[config.mk]
export PLATFORM = sky130hd
export DESIGN_NAME = webp_lossy_header_check
export DESIGN_NICKNAME = d
export VERILOG_FILES = /design/src/wlhc_pkg.sv /design/src/webp_lossy_header_check.sv
export SDC_FILE = /design/constraint.sdc
export NUM_CORES = 1
export LEC_CHECK = 0
export BUFFER_PORTS_ARGS = -buffer_cell sky130_fd_sc_hd__buf_2
export CAP_MARGIN = 20
export CORE_UTILIZATION = 60
export CTS_CLUSTER_DIAMETER = 120
export DETAILED_ROUTE_END_ITERATION = 10
export PLACE_DENSITY = 0.79
export SLEW_MARGIN = 10
export SYNTH_ARGS = -nofsm -noshare
export SYNTH_HDL_FRONTEND = slang
export SYNTH_SLANG_ARGS = --single-unit
[constraint.sdc]
create_clock -name clk -period 21 [get_ports clk]
set_clock_uncertainty 0.2 [all_clocks]
set_input_delay 2.1 -clock clk [delete_from_list [all_inputs] [get_ports clk]]
set_output_delay 2.1 -clock clk [all_outputs]
set_load 0.02 [all_outputs]
[src/wlhc_pkg.sv]
`timescale 1ns / 1ps

package wlhc_pkg;

  // Input request: one byte of the file, with the file length on the first byte.
  typedef struct packed {
    logic [7:0]  data_byte;
    logic        first_byte;
    logic [31:0] file_length;
  } in_req_t;

  // Verdict on the lossy header.
  typedef struct packed {
    logic        header_ok;
    logic [3:0]  status;
    logic [13:0] frame_width;
    logic [13:0] frame_height;
    logic [4:0]  payload_offset;
  } out_rsp_t;

  // Verdict status codes.
  localparam logic [3:0] ST_OK            = 4'd0;
  localparam logic [3:0] ST_BAD_WEBP      = 4'd1;
  localparam logic [3:0] ST_RIFF_SMALL    = 4'd2;
  localparam logic [3:0] ST_NOT_VP8       = 4'd3;
  localparam logic [3:0] ST_CHUNK_BIG     = 4'd4;
  localparam logic [3:0] ST_CHUNK_ZERO    = 4'd5;
  localparam logic [3:0] ST_SHORT         = 4'd6;
  localparam logic [3:0] ST_BAD_START     = 4'd7;
  localparam logic [3:0] ST_NOT_KEY       = 4'd8;
  localparam logic [3:0] ST_PROFILE       = 4'd9;
  localparam logic [3:0] ST_INVISIBLE     = 4'd10;
  localparam logic [3:0] ST_PARTITION     = 4'd11;

  // Bit positions in the tag match flags.
  localparam int FLAG_RIFF  = 0;
  localparam int FLAG_START = 1;
  localparam int FLAG_WEBP  = 2;
  localparam int FLAG_VP8   = 3;

  // Length and size limits.
  localparam logic [31:0] MIN_FILE_LEN      = 32'd10;
  localparam logic [31:0] MIN_CONTAINER_LEN = 32'd30;
  localparam logic [31:0] MIN_RIFF_SIZE     = 32'd12;
  localparam logic [4:0]  FRAME_OFFSET      = 5'd20;
  localparam logic [4:0]  LAST_POSITION     = 5'd31;

  // "RIFF"
  function automatic logic [7:0] riff_char(input logic [1:0] idx);
    logic [7:0] c;
    unique case (idx)
      2'd0: c = 8'h52;
      2'd1: c = 8'h49;
      2'd2: c = 8'h46;
      default: c = 8'h46;
    endcase
    return c;
  endfunction

  // "WEBP"
  function automatic logic [7:0] webp_char(input logic [1:0] idx);
    logic [7:0] c;
    unique case (idx)
      2'd0: c = 8'h57;
      2'd1: c = 8'h45;
      2'd2: c = 8'h42;
      default: c = 8'h50;
    endcase
    return c;
  endfunction

  // "VP8 "
  function automatic logic [7:0] vp8_char(input logic [1:0] idx);
    logic [7:0] c;
    unique case (idx)
      2'd0: c = 8'h56;
      2'd1: c = 8'h50;
      2'd2: c = 8'h38;
      default: c = 8'h20;
    endcase
    return c;
  endfunction

  // Frame start code 9d 01 2a, indexed by frame byte 3, 4 and 5.
  function automatic logic [7:0] start_char(input logic [1:0] idx);
    logic [7:0] c;
    unique case (idx)
      2'd0: c = 8'h9d;
      2'd1: c = 8'h01;
      default: c = 8'h2a;
    endcase
    return c;
  endfunction

endpackage

[src/webp_lossy_header_check.sv]
`timescale 1ns / 1ps

// Channel  Handshake            Payload    Direction
// in       in_valid / in_stall  in_req     file bytes into the block
// out      out_valid / out_stall out_rsp   one verdict per file
//
// One byte is taken every cycle unless the input side stalls; a verdict leaves
// through the input register, the parse logic and the output register.
// Reset is synchronous and active low; it leaves the block waiting for a first byte.
// A stalled verdict holds in the output register; the input side stalls only when the
// byte in the input register would give a verdict and the output register is full and stalled.
// Bytes that give no verdict keep flowing while a verdict waits.
module webp_lossy_header_check
  import wlhc_pkg::*;
(
  input  logic     clk,
  input  logic     rst_n,
  input  logic     in_valid,
  output logic     in_stall,
  input  in_req_t  in_req,
  output logic     out_valid,
  input  logic     out_stall,
  output out_rsp_t out_rsp
);

  // Input register.
  logic    in_valid_r;
  in_req_t in_req_r;

  // Parse state.
  logic [4:0]  byte_pos_r,   byte_pos_nxt;
  logic        container_r,  container_nxt;
  logic [31:0] length_r,     length_nxt;
  logic [31:0] riff_size_r,  riff_size_nxt;
  logic [31:0] chunk_size_r, chunk_size_nxt;
  logic [23:0] frame_tag_r,  frame_tag_nxt;
  logic [3:0]  tag_flags_r,  tag_flags_nxt;
  logic [7:0]  width_lo_r,   width_lo_nxt;
  logic [7:0]  height_lo_r,  height_lo_nxt;
  logic        verdict_r,    verdict_nxt;

  // Output register.
  logic     out_valid_r;
  out_rsp_t out_rsp_r;

  // Result of the byte in the input register.
  logic        res_valid;
  logic [3:0]  res_status;
  logic [13:0] res_width;
  logic [13:0] res_height;
  logic [4:0]  pos;
  logic [4:0]  frame_pos;
  logic [7:0]  b;
  logic        advance;

  assign b = in_req_r.data_byte;

  // The byte moves on unless it gives a verdict and the output register is blocked.
  assign advance  = !res_valid || !out_valid_r || !out_stall;
  assign in_stall = in_valid_r && !advance;

  // Parse one byte against the current state.
  always_comb begin
    byte_pos_nxt   = byte_pos_r;
    container_nxt  = container_r;
    length_nxt     = length_r;
    riff_size_nxt  = riff_size_r;
    chunk_size_nxt = chunk_size_r;
    frame_tag_nxt  = frame_tag_r;
    tag_flags_nxt  = tag_flags_r;
    width_lo_nxt   = width_lo_r;
    height_lo_nxt  = height_lo_r;
    verdict_nxt    = verdict_r;
    res_valid      = 1'b0;
    res_status     = ST_OK;
    res_width      = '0;
    res_height     = '0;
    pos            = '0;
    frame_pos      = '0;

    // A first byte restarts the parse; a very short file is rejected at once.
    if (in_req_r.first_byte) begin
      byte_pos_nxt   = '0;
      container_nxt  = 1'b0;
      length_nxt     = in_req_r.file_length;
      riff_size_nxt  = '0;
      chunk_size_nxt = in_req_r.file_length;
      frame_tag_nxt  = '0;
      tag_flags_nxt  = '1;
      width_lo_nxt   = '0;
      height_lo_nxt  = '0;
      verdict_nxt    = 1'b0;
      if (in_req_r.file_length < MIN_FILE_LEN) begin
        res_valid   = 1'b1;
        res_status  = (in_req_r.file_length == '0) ? ST_CHUNK_ZERO : ST_SHORT;
        verdict_nxt = 1'b1;
      end
    end

    if (!verdict_nxt) begin
      pos = byte_pos_nxt;
      if (pos != LAST_POSITION) begin
        byte_pos_nxt = pos + 5'd1;
      end

      // The RIFF prefix decides whether a container follows.
      if (pos < 5'd4) begin
        if (b != riff_char(pos[1:0])) begin
          tag_flags_nxt[FLAG_RIFF] = 1'b0;
        end
        if (pos == 5'd3 && tag_flags_nxt[FLAG_RIFF] && length_nxt >= MIN_CONTAINER_LEN) begin
          container_nxt = 1'b1;
        end
      end

      if (container_nxt && pos < FRAME_OFFSET) begin
        // Container header: RIFF size, WEBP tag, VP8 tag, chunk size.
        if (pos >= 5'd4 && pos < 5'd8) begin
          riff_size_nxt[{pos[1:0], 3'b000} +: 8] = b;
        end else if (pos >= 5'd8 && pos < 5'd12) begin
          if (b != webp_char(pos[1:0])) begin
            tag_flags_nxt[FLAG_WEBP] = 1'b0;
          end
          if (pos == 5'd11) begin
            if (!tag_flags_nxt[FLAG_WEBP]) begin
              res_valid  = 1'b1;
              res_status = ST_BAD_WEBP;
            end else if (riff_size_nxt < MIN_RIFF_SIZE) begin
              res_valid  = 1'b1;
              res_status = ST_RIFF_SMALL;
            end
          end
        end else if (pos >= 5'd12 && pos < 5'd16) begin
          if (b != vp8_char(pos[1:0])) begin
            tag_flags_nxt[FLAG_VP8] = 1'b0;
          end
          if (pos == 5'd15 && !tag_flags_nxt[FLAG_VP8]) begin
            res_valid  = 1'b1;
            res_status = ST_NOT_VP8;
          end
        end else if (pos >= 5'd16) begin
          chunk_size_nxt[{pos[1:0], 3'b000} +: 8] = b;
          if (pos == 5'd19) begin
            // The RIFF size is at least 12 here, so this matches size - 12.
            if ({1'b0, chunk_size_nxt} + {1'b0, MIN_RIFF_SIZE} > {1'b0, riff_size_nxt}) begin
              res_valid  = 1'b1;
              res_status = ST_CHUNK_BIG;
            end else if (chunk_size_nxt == '0) begin
              res_valid  = 1'b1;
              res_status = ST_CHUNK_ZERO;
            end
          end
        end
      end else begin
        // VP8 frame: tag, start code, width and height.
        frame_pos = container_nxt ? pos - FRAME_OFFSET : pos;
        if (frame_pos < 5'd3) begin
          frame_tag_nxt[{frame_pos[1:0], 3'b000} +: 8] = b;
        end else if (frame_pos < 5'd6) begin
          if (b != start_char(2'(frame_pos - 5'd3))) begin
            tag_flags_nxt[FLAG_START] = 1'b0;
          end
          if (frame_pos == 5'd5) begin
            res_valid = 1'b1;
            priority if (!tag_flags_nxt[FLAG_START]) begin
              res_status = ST_BAD_START;
            end else if (frame_tag_nxt[0]) begin
              res_status = ST_NOT_KEY;
            end else if (frame_tag_nxt[3:1] > 3'd3) begin
              res_status = ST_PROFILE;
            end else if (!frame_tag_nxt[4]) begin
              res_status = ST_INVISIBLE;
            end else if ({13'b0, frame_tag_nxt[23:5]} >= chunk_size_nxt) begin
              res_status = ST_PARTITION;
            end else begin
              res_valid = 1'b0;
            end
          end
        end else if (frame_pos == 5'd6) begin
          width_lo_nxt = b;
        end else if (frame_pos == 5'd7) begin
          // The chunk size is no longer needed; it now holds the width.
          chunk_size_nxt = {18'b0, b[5:0], width_lo_nxt};
        end else if (frame_pos == 5'd8) begin
          height_lo_nxt = b;
        end else if (frame_pos == 5'd9) begin
          res_valid  = 1'b1;
          res_status = ST_OK;
          res_width  = chunk_size_nxt[13:0];
          res_height = {b[5:0], height_lo_nxt};
        end
      end

      if (res_valid) begin
        verdict_nxt = 1'b1;
      end
    end
  end

  // Input register, parse state and output register.
  always_ff @(posedge clk) begin
    if (!rst_n) begin
      in_valid_r   <= 1'b0;
      out_valid_r  <= 1'b0;
      byte_pos_r   <= '0;
      container_r  <= 1'b0;
      length_r     <= '0;
      riff_size_r  <= '0;
      chunk_size_r <= '0;
      frame_tag_r  <= '0;
      tag_flags_r  <= '1;
      width_lo_r   <= '0;
      height_lo_r  <= '0;
      verdict_r    <= 1'b1;
    end else begin
      if (in_valid && !in_stall) begin
        in_valid_r <= 1'b1;
        in_req_r   <= in_req;
      end else if (advance) begin
        in_valid_r <= 1'b0;
      end

      if (in_valid_r && advance) begin
        byte_pos_r   <= byte_pos_nxt;
        container_r  <= container_nxt;
        length_r     <= length_nxt;
        riff_size_r  <= riff_size_nxt;
        chunk_size_r <= chunk_size_nxt;
        frame_tag_r  <= frame_tag_nxt;
        tag_flags_r  <= tag_flags_nxt;
        width_lo_r   <= width_lo_nxt;
        height_lo_r  <= height_lo_nxt;
        verdict_r    <= verdict_nxt;
      end

      if (in_valid_r && advance && res_valid) begin
        out_valid_r                <= 1'b1;
        out_rsp_r.header_ok        <= (res_status == ST_OK);
        out_rsp_r.status           <= res_status;
        out_rsp_r.frame_width      <= (res_status == ST_OK) ? res_width : '0;
        out_rsp_r.frame_height     <= (res_status == ST_OK) ? res_height : '0;
        out_rsp_r.payload_offset   <= container_nxt ? FRAME_OFFSET : '0;
      end else if (!out_stall) begin
        out_valid_r <= 1'b0;
      end
    end
  end

  assign out_valid = out_valid_r;
  assign out_rsp   = out_rsp_r;

`ifndef SYNTH
  // The accept flag agrees with the status code.
  assert property (@(posedge clk) disable iff (!rst_n)
    out_valid_r |-> (out_rsp_r.header_ok == (out_rsp_r.status == ST_OK)))
    else $error("header_ok disagrees with status");

  // A rejected header reports no picture size.
  assert property (@(posedge clk) disable iff (!rst_n)
    (out_valid_r && !out_rsp_r.header_ok) |->
      (out_rsp_r.frame_width == '0 && out_rsp_r.frame_height == '0))
    else $error("rejected header carries a picture size");

  // The frame starts either at the file start or right after the container header.
  assert property (@(posedge clk) disable iff (!rst_n)
    out_valid_r |-> (out_rsp_r.payload_offset == '0 ||
                     out_rsp_r.payload_offset == FRAME_OFFSET))
    else $error("bad payload offset");

  // Once a verdict is issued, the file's later bytes give no second one.
  assert property (@(posedge clk) disable iff (!rst_n)
    (in_valid_r && advance && res_valid) |=> verdict_r)
    else $error("verdict not recorded");

  // A verdict that cannot leave holds the input side.
  assert property (@(posedge clk) disable iff (!rst_n)
    (in_valid_r && res_valid && out_valid_r && out_stall) |-> in_stall)
    else $error("verdict would overwrite a waiting result");
`endif

endmodule
# [Word level (Yosys, flattened, before mapping)]
# Index checks and enable logic that the tools add are counted.
[totals] wordCells=254 ff_bits=228 in_bits=45 output_inout_bits=40
[op_classes] mux=159 magnitude_cmp=17 n_addsub=6 reduce_logical=28 n_shift=4 n_eq_ne=18 n_bitwise=2
[op_table] op="2-to-1 mux 32 bit" count=16
[op_table] op="2-to-1 mux 8 bit" count=29
[op_table] op="2-to-1 mux 4 bit" count=27
[op_table] op="2-to-1 mux 24 bit" count=4
[op_table] op="2-to-1 mux 1 bit" count=66
[op_table] op="bitwise mux 32 bit" count=2
[op_table] op="zero test 32 bit" count=2
[op_table] op="< comparator 32 x 4 -> 1 bit (second input constant)" count=2
[op_table] op="adder 32 x 4 -> 33 bit (second input constant)" count=1
[op_table] op="> comparator 33 x 32 -> 1 bit" count=1
[op_table] op=">= comparator 19 x 32 -> 1 bit" count=1
[op_table] op=">= comparator 32 x 5 -> 1 bit (second input constant)" count=1
[op_table] op="inequality test 8 bit" count=4
[op_table] op="variable shift 8 x 7 -> 32 bit (first input constant)" count=1
[op_table] op="indexed part select 8 x 7 -> 32 bit" count=1
[op_table] op="2-to-1 mux 5 bit" count=5
[op_table] op="bitwise mux 24 bit" count=1
[op_table] op="variable shift 8 x 7 -> 24 bit (first input constant)" count=1
[op_table] op="indexed part select 8 x 7 -> 24 bit" count=1
[op_table] op="case mux 7 bit (3 select lines)" count=1
[op_table] op="equality test 5 x 4 -> 1 bit (second input constant)" count=4
[op_table] op="case mux 8 bit (2 select lines)" count=1
[op_table] op="equality test 5 x 3 -> 1 bit (second input constant)" count=3
[op_table] op="case mux 5 bit (3 select lines)" count=1
[op_table] op="other kinds (30)" count=58

# [Depth between registers and ports, before layout]
[depth] depth_word=43 depth_mapped=31 ltp_nobuf=26

# [Worst setup path after synthesis]
# OpenSTA, ideal clock, no wires.
[synth_timing] path_kind="register to output" start="reg in_req_r[32] (netlist bit)" end="out in_stall" stages_incl_launch_ff=24 t_arrival_ns=6.105 setup_slack_ns=12.595 path_cell_list="edfxtp_1 > buf_4 > nand2b_1 > ha_1 > buf_2 > nand3b_1 > nor2_1 > a21oi_1 > ha_1 > nor4_1 > a41oi_1 > nor4_2 > or4b_1 > buf_2 > xnor2_1 > ha_1 > nand4_1 > nor4_1 > a221oi_1 > or3_1 > a31o_2 > o311a_1 > a221o_1 > a2111oi_2"
[synth_between] elab_chain_len=40 word_cells_on_any_way=132 cone_classes="4 x add/sub; 16 x order compare; 16 x eq/ne; 2 x shift; 78 x mux; 16 x reduce/logical"
[synth_rtl] element="from (decl)" line_no="webp_lossy_header_check.sv:28" source="in_req_t in_req_r;"
[synth_rtl] element="from (signal assigned)" line_no="webp_lossy_header_check.sv:218" source="in_req_r <= in_req;"
[synth_rtl] element="2-to-1 mux 5 bit" line_no="webp_lossy_header_check.sv:82" source="if (in_req_r.first_byte) begin"
[synth_rtl] element="equality test 2 x 1 -> 1 bit or zero test 2 bit (tied branches)" line_no="wlhc_pkg.sv:51, wlhc_pkg.sv:63, wlhc_pkg.sv:75"
[synth_rtl] element="case mux 5 bit (2 select lines)" line_no="wlhc_pkg.sv:51" source="unique case (idx)"
[synth_rtl] element="2-to-1 mux 8 bit" line_no="webp_lossy_header_check.sv:107" source="if (pos < 5'd4) begin"
[synth_rtl] element="2-to-1 mux 8 bit" line_no="webp_lossy_header_check.sv:100" source="if (!verdict_nxt) begin"
[synth_rtl] element="inequality test 8 bit" line_no="webp_lossy_header_check.sv:108" source="if (b != riff_char(pos[1:0])) begin"
[synth_rtl] element="2-to-1 mux 1 bit" line_no="webp_lossy_header_check.sv:108"
[synth_rtl] element="2-to-1 mux 1 bit" line_no="webp_lossy_header_check.sv:107"
[synth_rtl] element="[... 23 more ...]"
[synth_rtl] element="2-to-1 mux 1 bit" line_no="webp_lossy_header_check.sv:157" source="if (frame_pos < 5'd3) begin"
[synth_rtl] element="2-to-1 mux 1 bit" line_no="webp_lossy_header_check.sv:116" source="if (container_nxt && pos < FRAME_OFFSET) begin"
[synth_rtl] element="2-to-1 mux 1 bit" line_no="webp_lossy_header_check.sv:100"
[synth_rtl] element="2-to-1 mux 1 bit (*)" line_no="webp_lossy_header_check.sv:100"
[synth_rtl] element="zero test 1 bit (*)" line_no="webp_lossy_header_check.sv:59" source="assign advance = !res_valid || !out_valid_r || !out_stall;"
[synth_rtl] element="logical OR 1 bit (*) (2 in series)" line_no="webp_lossy_header_check.sv:59"
[synth_rtl] element="zero test 1 bit (*)" line_no="webp_lossy_header_check.sv:60" source="assign in_stall = in_valid_r && !advance;"
[synth_rtl] element="logical AND 1 bit (*)" line_no="webp_lossy_header_check.sv:60"
[synth_rtl] element="to (decl)" line_no="webp_lossy_header_check.sv:19" source="output logic in_stall,"
# Every way passes the cells marked *; elsewhere a longest branch is shown, timed or not. The select of a mux whose other input is x is not followed.

# [Worst setup path after layout]
# Same ends and word-level chain as after synthesis.

==> metrics.txt <==
# TYPE chip_impl_metric gauge
chip_impl_info{name="outcome",value="completed"} 1
chip_impl_metric{name="number_of_violations_of_the_max_capacitance_limit",unit=""} 0
chip_impl_info{name="criticalPathCategory",value="reg2out"} 1
chip_impl_metric{name="layout.cells.non_filler",unit=""} 1779
chip_impl_metric{name="nNetsFinal",unit=""} 1595
chip_impl_metric{name="seq_area_frac_synth",unit="%"} 40.26
chip_impl_metric{name="grt_pass1_vias",unit=""} 11380
chip_impl_metric{name="hold_buffers",unit=""} 0
chip_impl_metric{name="area_post_placement",unit="um^2"} 13400
chip_impl_metric{name="buffer_ports.inserted",unit=""} 81
chip_impl_metric{name="finalHoldViolations",unit=""} 0
chip_impl_metric{name="power.ir.vdd_worst",unit="uV"} 76.79
chip_impl_info{name="min-delay-start",value="frame_tag_r[9]$_SDFFE_PN0P_"} 1
chip_impl_metric{name="dpl.cell_count",unit=""} 1733
chip_impl_info{name="unrepaired_setup_endpoints_after_global_routing",value="false"} 1
chip_impl_metric{name="design.die.area",unit="um^2"} 22010
chip_impl_metric{name="post_synthesis_compound_gate_area_fraction",unit="%"} 22.98
chip_impl_metric{name="drt-pass1-iter-count",unit=""} 5
chip_impl_metric{name="layout.filler_cells",unit=""} 1709
chip_impl_metric{name="detail_route.drc_violations",unit=""} 0
chip_impl_metric{name="power_density",unit="nW/um^2"} 75.96
chip_impl_metric{name="max_stage_delay",unit="ns"} 0.63
chip_impl_metric{name="synth_top_area_share",unit="%"} 22.74
chip_impl_metric{name="grt.total_usage",unit="%"} 38.30
chip_impl_metric{name="routedWlPerCell",unit="um"} 23.87
chip_impl_metric{name="cell_count_after_synthesis",unit=""} 1449
chip_impl_metric{name="worst-path-max-fanout",unit=""} 138
chip_impl_info{name="layout.cells.most_common",value="sky130_fd_sc_hd__dfxtp_1"} 1
chip_impl_metric{name="finalMaxSlewViolations",unit=""} 0
chip_impl_metric{name="synth_mux_area_share",unit="%"} 3.310
chip_impl_metric{name="design_area",unit="um^2"} 14230
chip_impl_metric{name="via_count",unit=""} 12270
chip_impl_metric{name="insertion_delay",unit="ns"} 0.54
chip_impl_metric{name="r2r_cells",unit=""} 25
chip_impl_metric{name="antenna_violations_before_repair",unit=""} 1
chip_impl_metric{name="synth_simple_gate_area_share",unit="%"} 20.16
chip_impl_metric{name="num_rows",unit=""} 53
chip_impl_metric{name="gp_congestion",unit=""} 1.024
chip_impl_metric{name="worst_relative_slew_slack",unit="%"} 25.23
chip_impl_metric{name="syn_to_layout_area_delta",unit="%"} 10.70
chip_impl_metric{name="synth_cell_types",unit=""} 88
chip_impl_info{name="synthTopCellsByArea",value="sky130_fd_sc_hd__dfxtp_1, sky130_fd_sc_hd__edfxtp_1, sky130_fd_sc_hd__ha_1"} 1
chip_impl_metric{name="cts_inserted_buffers",unit=""} 24
chip_impl_info{name="synth_top_family_by_area",value="compound AO/OA/AOI/OAI gates"} 1
chip_impl_info{name="layout.cells.most_common_list",value="sky130_fd_sc_hd__dfxtp_1, sky130_fd_sc_hd__nand2_1, sky130_fd_sc_hd__a21oi_1, sky130_fd_sc_hd__nor2_1, sky130_fd_sc_hd__o21ai_0"} 1
chip_impl_metric{name="required",unit="ns"} 18.70
chip_impl_metric{name="antenna_violating_nets_post_route",unit=""} 0
chip_impl_metric{name="synth_warnings",unit=""} 0
chip_impl_metric{name="share_of_the_cycle_needed_by_the_critical_path_after_routing",unit="%"} 51.39
chip_impl_metric{name="post-route-min-period",unit="ns"} 10.79
chip_impl_metric{name="worstMarginPinSlew",unit="ns"} 1.122
chip_impl_metric{name="drive_above_1_share",unit="%"} 12.51
chip_impl_info{name="synth_flop_cell",value="sky130_fd_sc_hd__dfxtp_1"} 1
chip_impl_metric{name="h-tree-depth",unit=""} 1
chip_impl_metric{name="number_of_drc_markers_after_the_initial_detailed_route_iteration",unit=""} 1607
chip_impl_metric{name="synth_xor_xnor_area_share",unit="%"} 2.249
chip_impl_info{name="worstSetupStartpointType",value="flop"} 1
chip_impl_info{name="timing.critical_path.cells",value="buf_12 > nand2b_1 > ha_1 > nand3b_1 > nor2_1 > buf_4 > a21oi_1 > ha_1 > nor4_1 > a41oi_1 > nor4_2 > or4b_1 > xnor2_1 > ha_1 > nand4_1 > nor4_1 > a221oi_1 > or3_1 > a31o_2 > o311a_1 > a221o_1 > a2111oi_2 > buf_2"} 1
chip_impl_metric{name="initial_core_util",unit="%"} 61.15
chip_impl_info{name="whs_endpoint",value="frame_tag_r[9]$_SDFFE_PN0P_"} 1
chip_impl_info{name="clock-root-buffer",value="sky130_fd_sc_hd__clkbuf_16"} 1
chip_impl_metric{name="arithmetic_cell_share_of_the_synthesized_area_counting_full_adders_half_adders_and_majority_gates",unit="%"} 6.327
chip_impl_metric{name="clock.fmax",unit="GHz"} 0.09266
chip_impl_info{name="cts_tree",value="built"} 1
chip_impl_metric{name="half_perimeter_wire_length_after_placement",unit="um"} 30170
chip_impl_metric{name="cp_data_arrival_time",unit="ns"} 8.49
chip_impl_info{name="critical-path-top-cell-by-count",value="sky130_fd_sc_hd__ha_1"} 1
chip_impl_metric{name="regToRegSetupSlack",unit="ns"} 11.86
chip_impl_metric{name="total_routed_wirelength",unit="um"} 42470
chip_impl_metric{name="hold-worst-slack",unit="ns"} 0.2581
chip_impl_metric{name="avgViaCountPerCell",unit=""} 6.899
chip_impl_metric{name="post-cts-setup-buffers",unit=""} 0
chip_impl_metric{name="ys_ff_latch",unit=""} 221
chip_impl_metric{name="maximum_number_of_pins_on_one_net_before_global_route_repair",unit=""} 139
chip_impl_metric{name="hold-path-cell-count",unit=""} 2
chip_impl_info{name="post-synth-top-area-cell",value="sky130_fd_sc_hd__dfxtp_1"} 1
chip_impl_info{name="worst_r2r_endpoint",value="frame_tag_r[23]$_SDFFE_PN0P_"} 1
chip_impl_metric{name="clk_transition_reported_paths",unit="ns"} 0.06
chip_impl_metric{name="cts.sinks",unit=""} 221
chip_impl_metric{name="floorplan.core_area",unit="um^2"} 21020
chip_impl_metric{name="setup_violations",unit=""} 0
chip_impl_metric{name="synth_enable_flop_cells",unit=""} 75
chip_impl_metric{name="multi_input_comb_area",unit="um^2"} 7123
chip_impl_metric{name="post_synth_instance_area",unit="um^2"} 12850
chip_impl_info{name="worstHoldPathType",value="reg2reg"} 1
chip_impl_metric{name="global_route_wire_length_before_repair",unit="um"} 64500
chip_impl_metric{name="sequential_cell_area",unit="um^2"} 5175
chip_impl_metric{name="num_io_pins",unit=""} 85
chip_impl_info{name="crit_path_end_kind",value="output port"} 1
chip_impl_metric{name="post_synth.cell_area_avg",unit="um^2"} 8.871
chip_impl_info{name="reg2reg_from",value="in_req_r[32]$_DFFE_PP_"} 1
chip_impl_metric{name="dieHeight",unit="um"} 148.4
chip_impl_metric{name="design_power_total",unit="mW"} 1.081
chip_impl_metric{name="power.static_leakage",unit="nW"} 5.025
chip_impl_metric{name="clock_path_buffers",unit=""} 3
chip_impl_metric{name="die_span_x",unit="um"} 148.4
chip_impl_info{name="critPathSlowestCell",value="sky130_fd_sc_hd__or4b_1"} 1
chip_impl_metric{name="overflow",unit=""} 0
chip_impl_metric{name="asyncSetResetFlopFracSynth",unit="%"} 0
chip_impl_metric{name="setup_total_neg_slack",unit="ns"} 0
chip_impl_metric{name="postCtsResizedCells",unit=""} 0
-- worst max-delay path, delay by kind of cell, from the launching register on --
kind,cells,cell delay [ns]
compound gates,7,1.86
buf+inv,3,1.07
xor+xnor,1,0.18
simple gates,9,3.17
fa+ha+maj,3,1.23
flops,1,0.39
-- flip-flops by register name, summed over array words and instances, names as in the netlist --
name and count:
b 8, byte_pos_r 5, chunk_size_r 32, container_r 1
frame_tag_r 22, height_lo_r 8, in_req_r 33, in_valid_r 1
length_r 31, out_rsp 34, out_valid 1, riff_size_r 32
tag_flags_r 4, verdict_r 1, width_lo_r 8
-- how the worst max path moves through the flow --
stage                                       from        to  slack [ns]  cells after the start
after detailed placement  in_req_r[32]$_DFFE_PP_  in_stall       10.57                     22
final                     in_req_r[32]$_DFFE_PP_  in_stall       10.21                     23
after global placement    in_req_r[32]$_DFFE_PP_  in_stall       10.84                     22
after floorplan           in_req_r[32]$_DFFE_PP_  in_stall       12.59                     23
after CTS                 in_req_r[32]$_DFFE_PP_  in_stall        9.93                     22
after global routing      in_req_r[32]$_DFFE_PP_  in_stall        9.65                     23
-- power breakdown --
part           switching, mW  internal [mW]  leakage (nW)
combinational          0.112         0.0607          2.82
clock                  0.180          0.250         0.391
sequential            0.0204          0.457          1.81
-- layout make-up --
type / count / share of cell area [%]
Tap cell: 275 / 2.418
Antenna cell: 1 / 0.01759
Sequential cell: 221 / 36.37
Inverter: 36 / 0.9497
Clock buffer: 32 / 4.951
Timing Repair Buffer: 110 / 4.467
Clock inverter: 12 / 0.7650
Multi-Input combinational cell: 1092 / 50.06
-- synthesized netlist by cell type (all sizes together), types with 11 or more instances --
cell type / number
a211oi: 11
a21oi: 132
a31oi: 17
a32o: 29
and3: 22
buf: 45
clkbuf: 57
dfxtp: 146
edfxtp: 75
ha: 65
inv: 36
mux2i: 38
nand2: 131
nand2b: 21
nand3: 64
nand3b: 11
nand4: 20
nor2: 97
nor2b: 36
nor3: 24
nor4: 31
o21ai: 104
o22ai: 43
o32ai: 12
xnor2: 22
xor2: 11
-- cells by family (layout without fill, tap and decap cells) --
group,count (synthesis),after routing
buffers and inverters,138,190
AOI/OAI and AO/OA,444,444
other,1,4
and+or+nand+nor,505,505
xor gates and xnor gates,33,33
DFF,221,221
adders and majority gates,65,65
muxes,42,42
-- through the flow --
step	setup slack (ns)	util (%)
after floorplan	12.59	-
after global placement	10.84	63.76
after CTS	9.926	67.63
after global routing	9.646	67.67
after detailed placement	10.57	63.76
final	10.21	67.69
-- metal layers --
metal	up-vias	part of all wire, %	global-route usage [%]	wire length, um
li1	5527	-	-	-
met1	5774	41	52.39	17230
met2	824	44	58.19	18560
met3	149	11	7.025	4571
met4	0	5.0	18.97	2103
met5	-	0	0	0
Note: power is estimated with default switching activity, not from simulation.
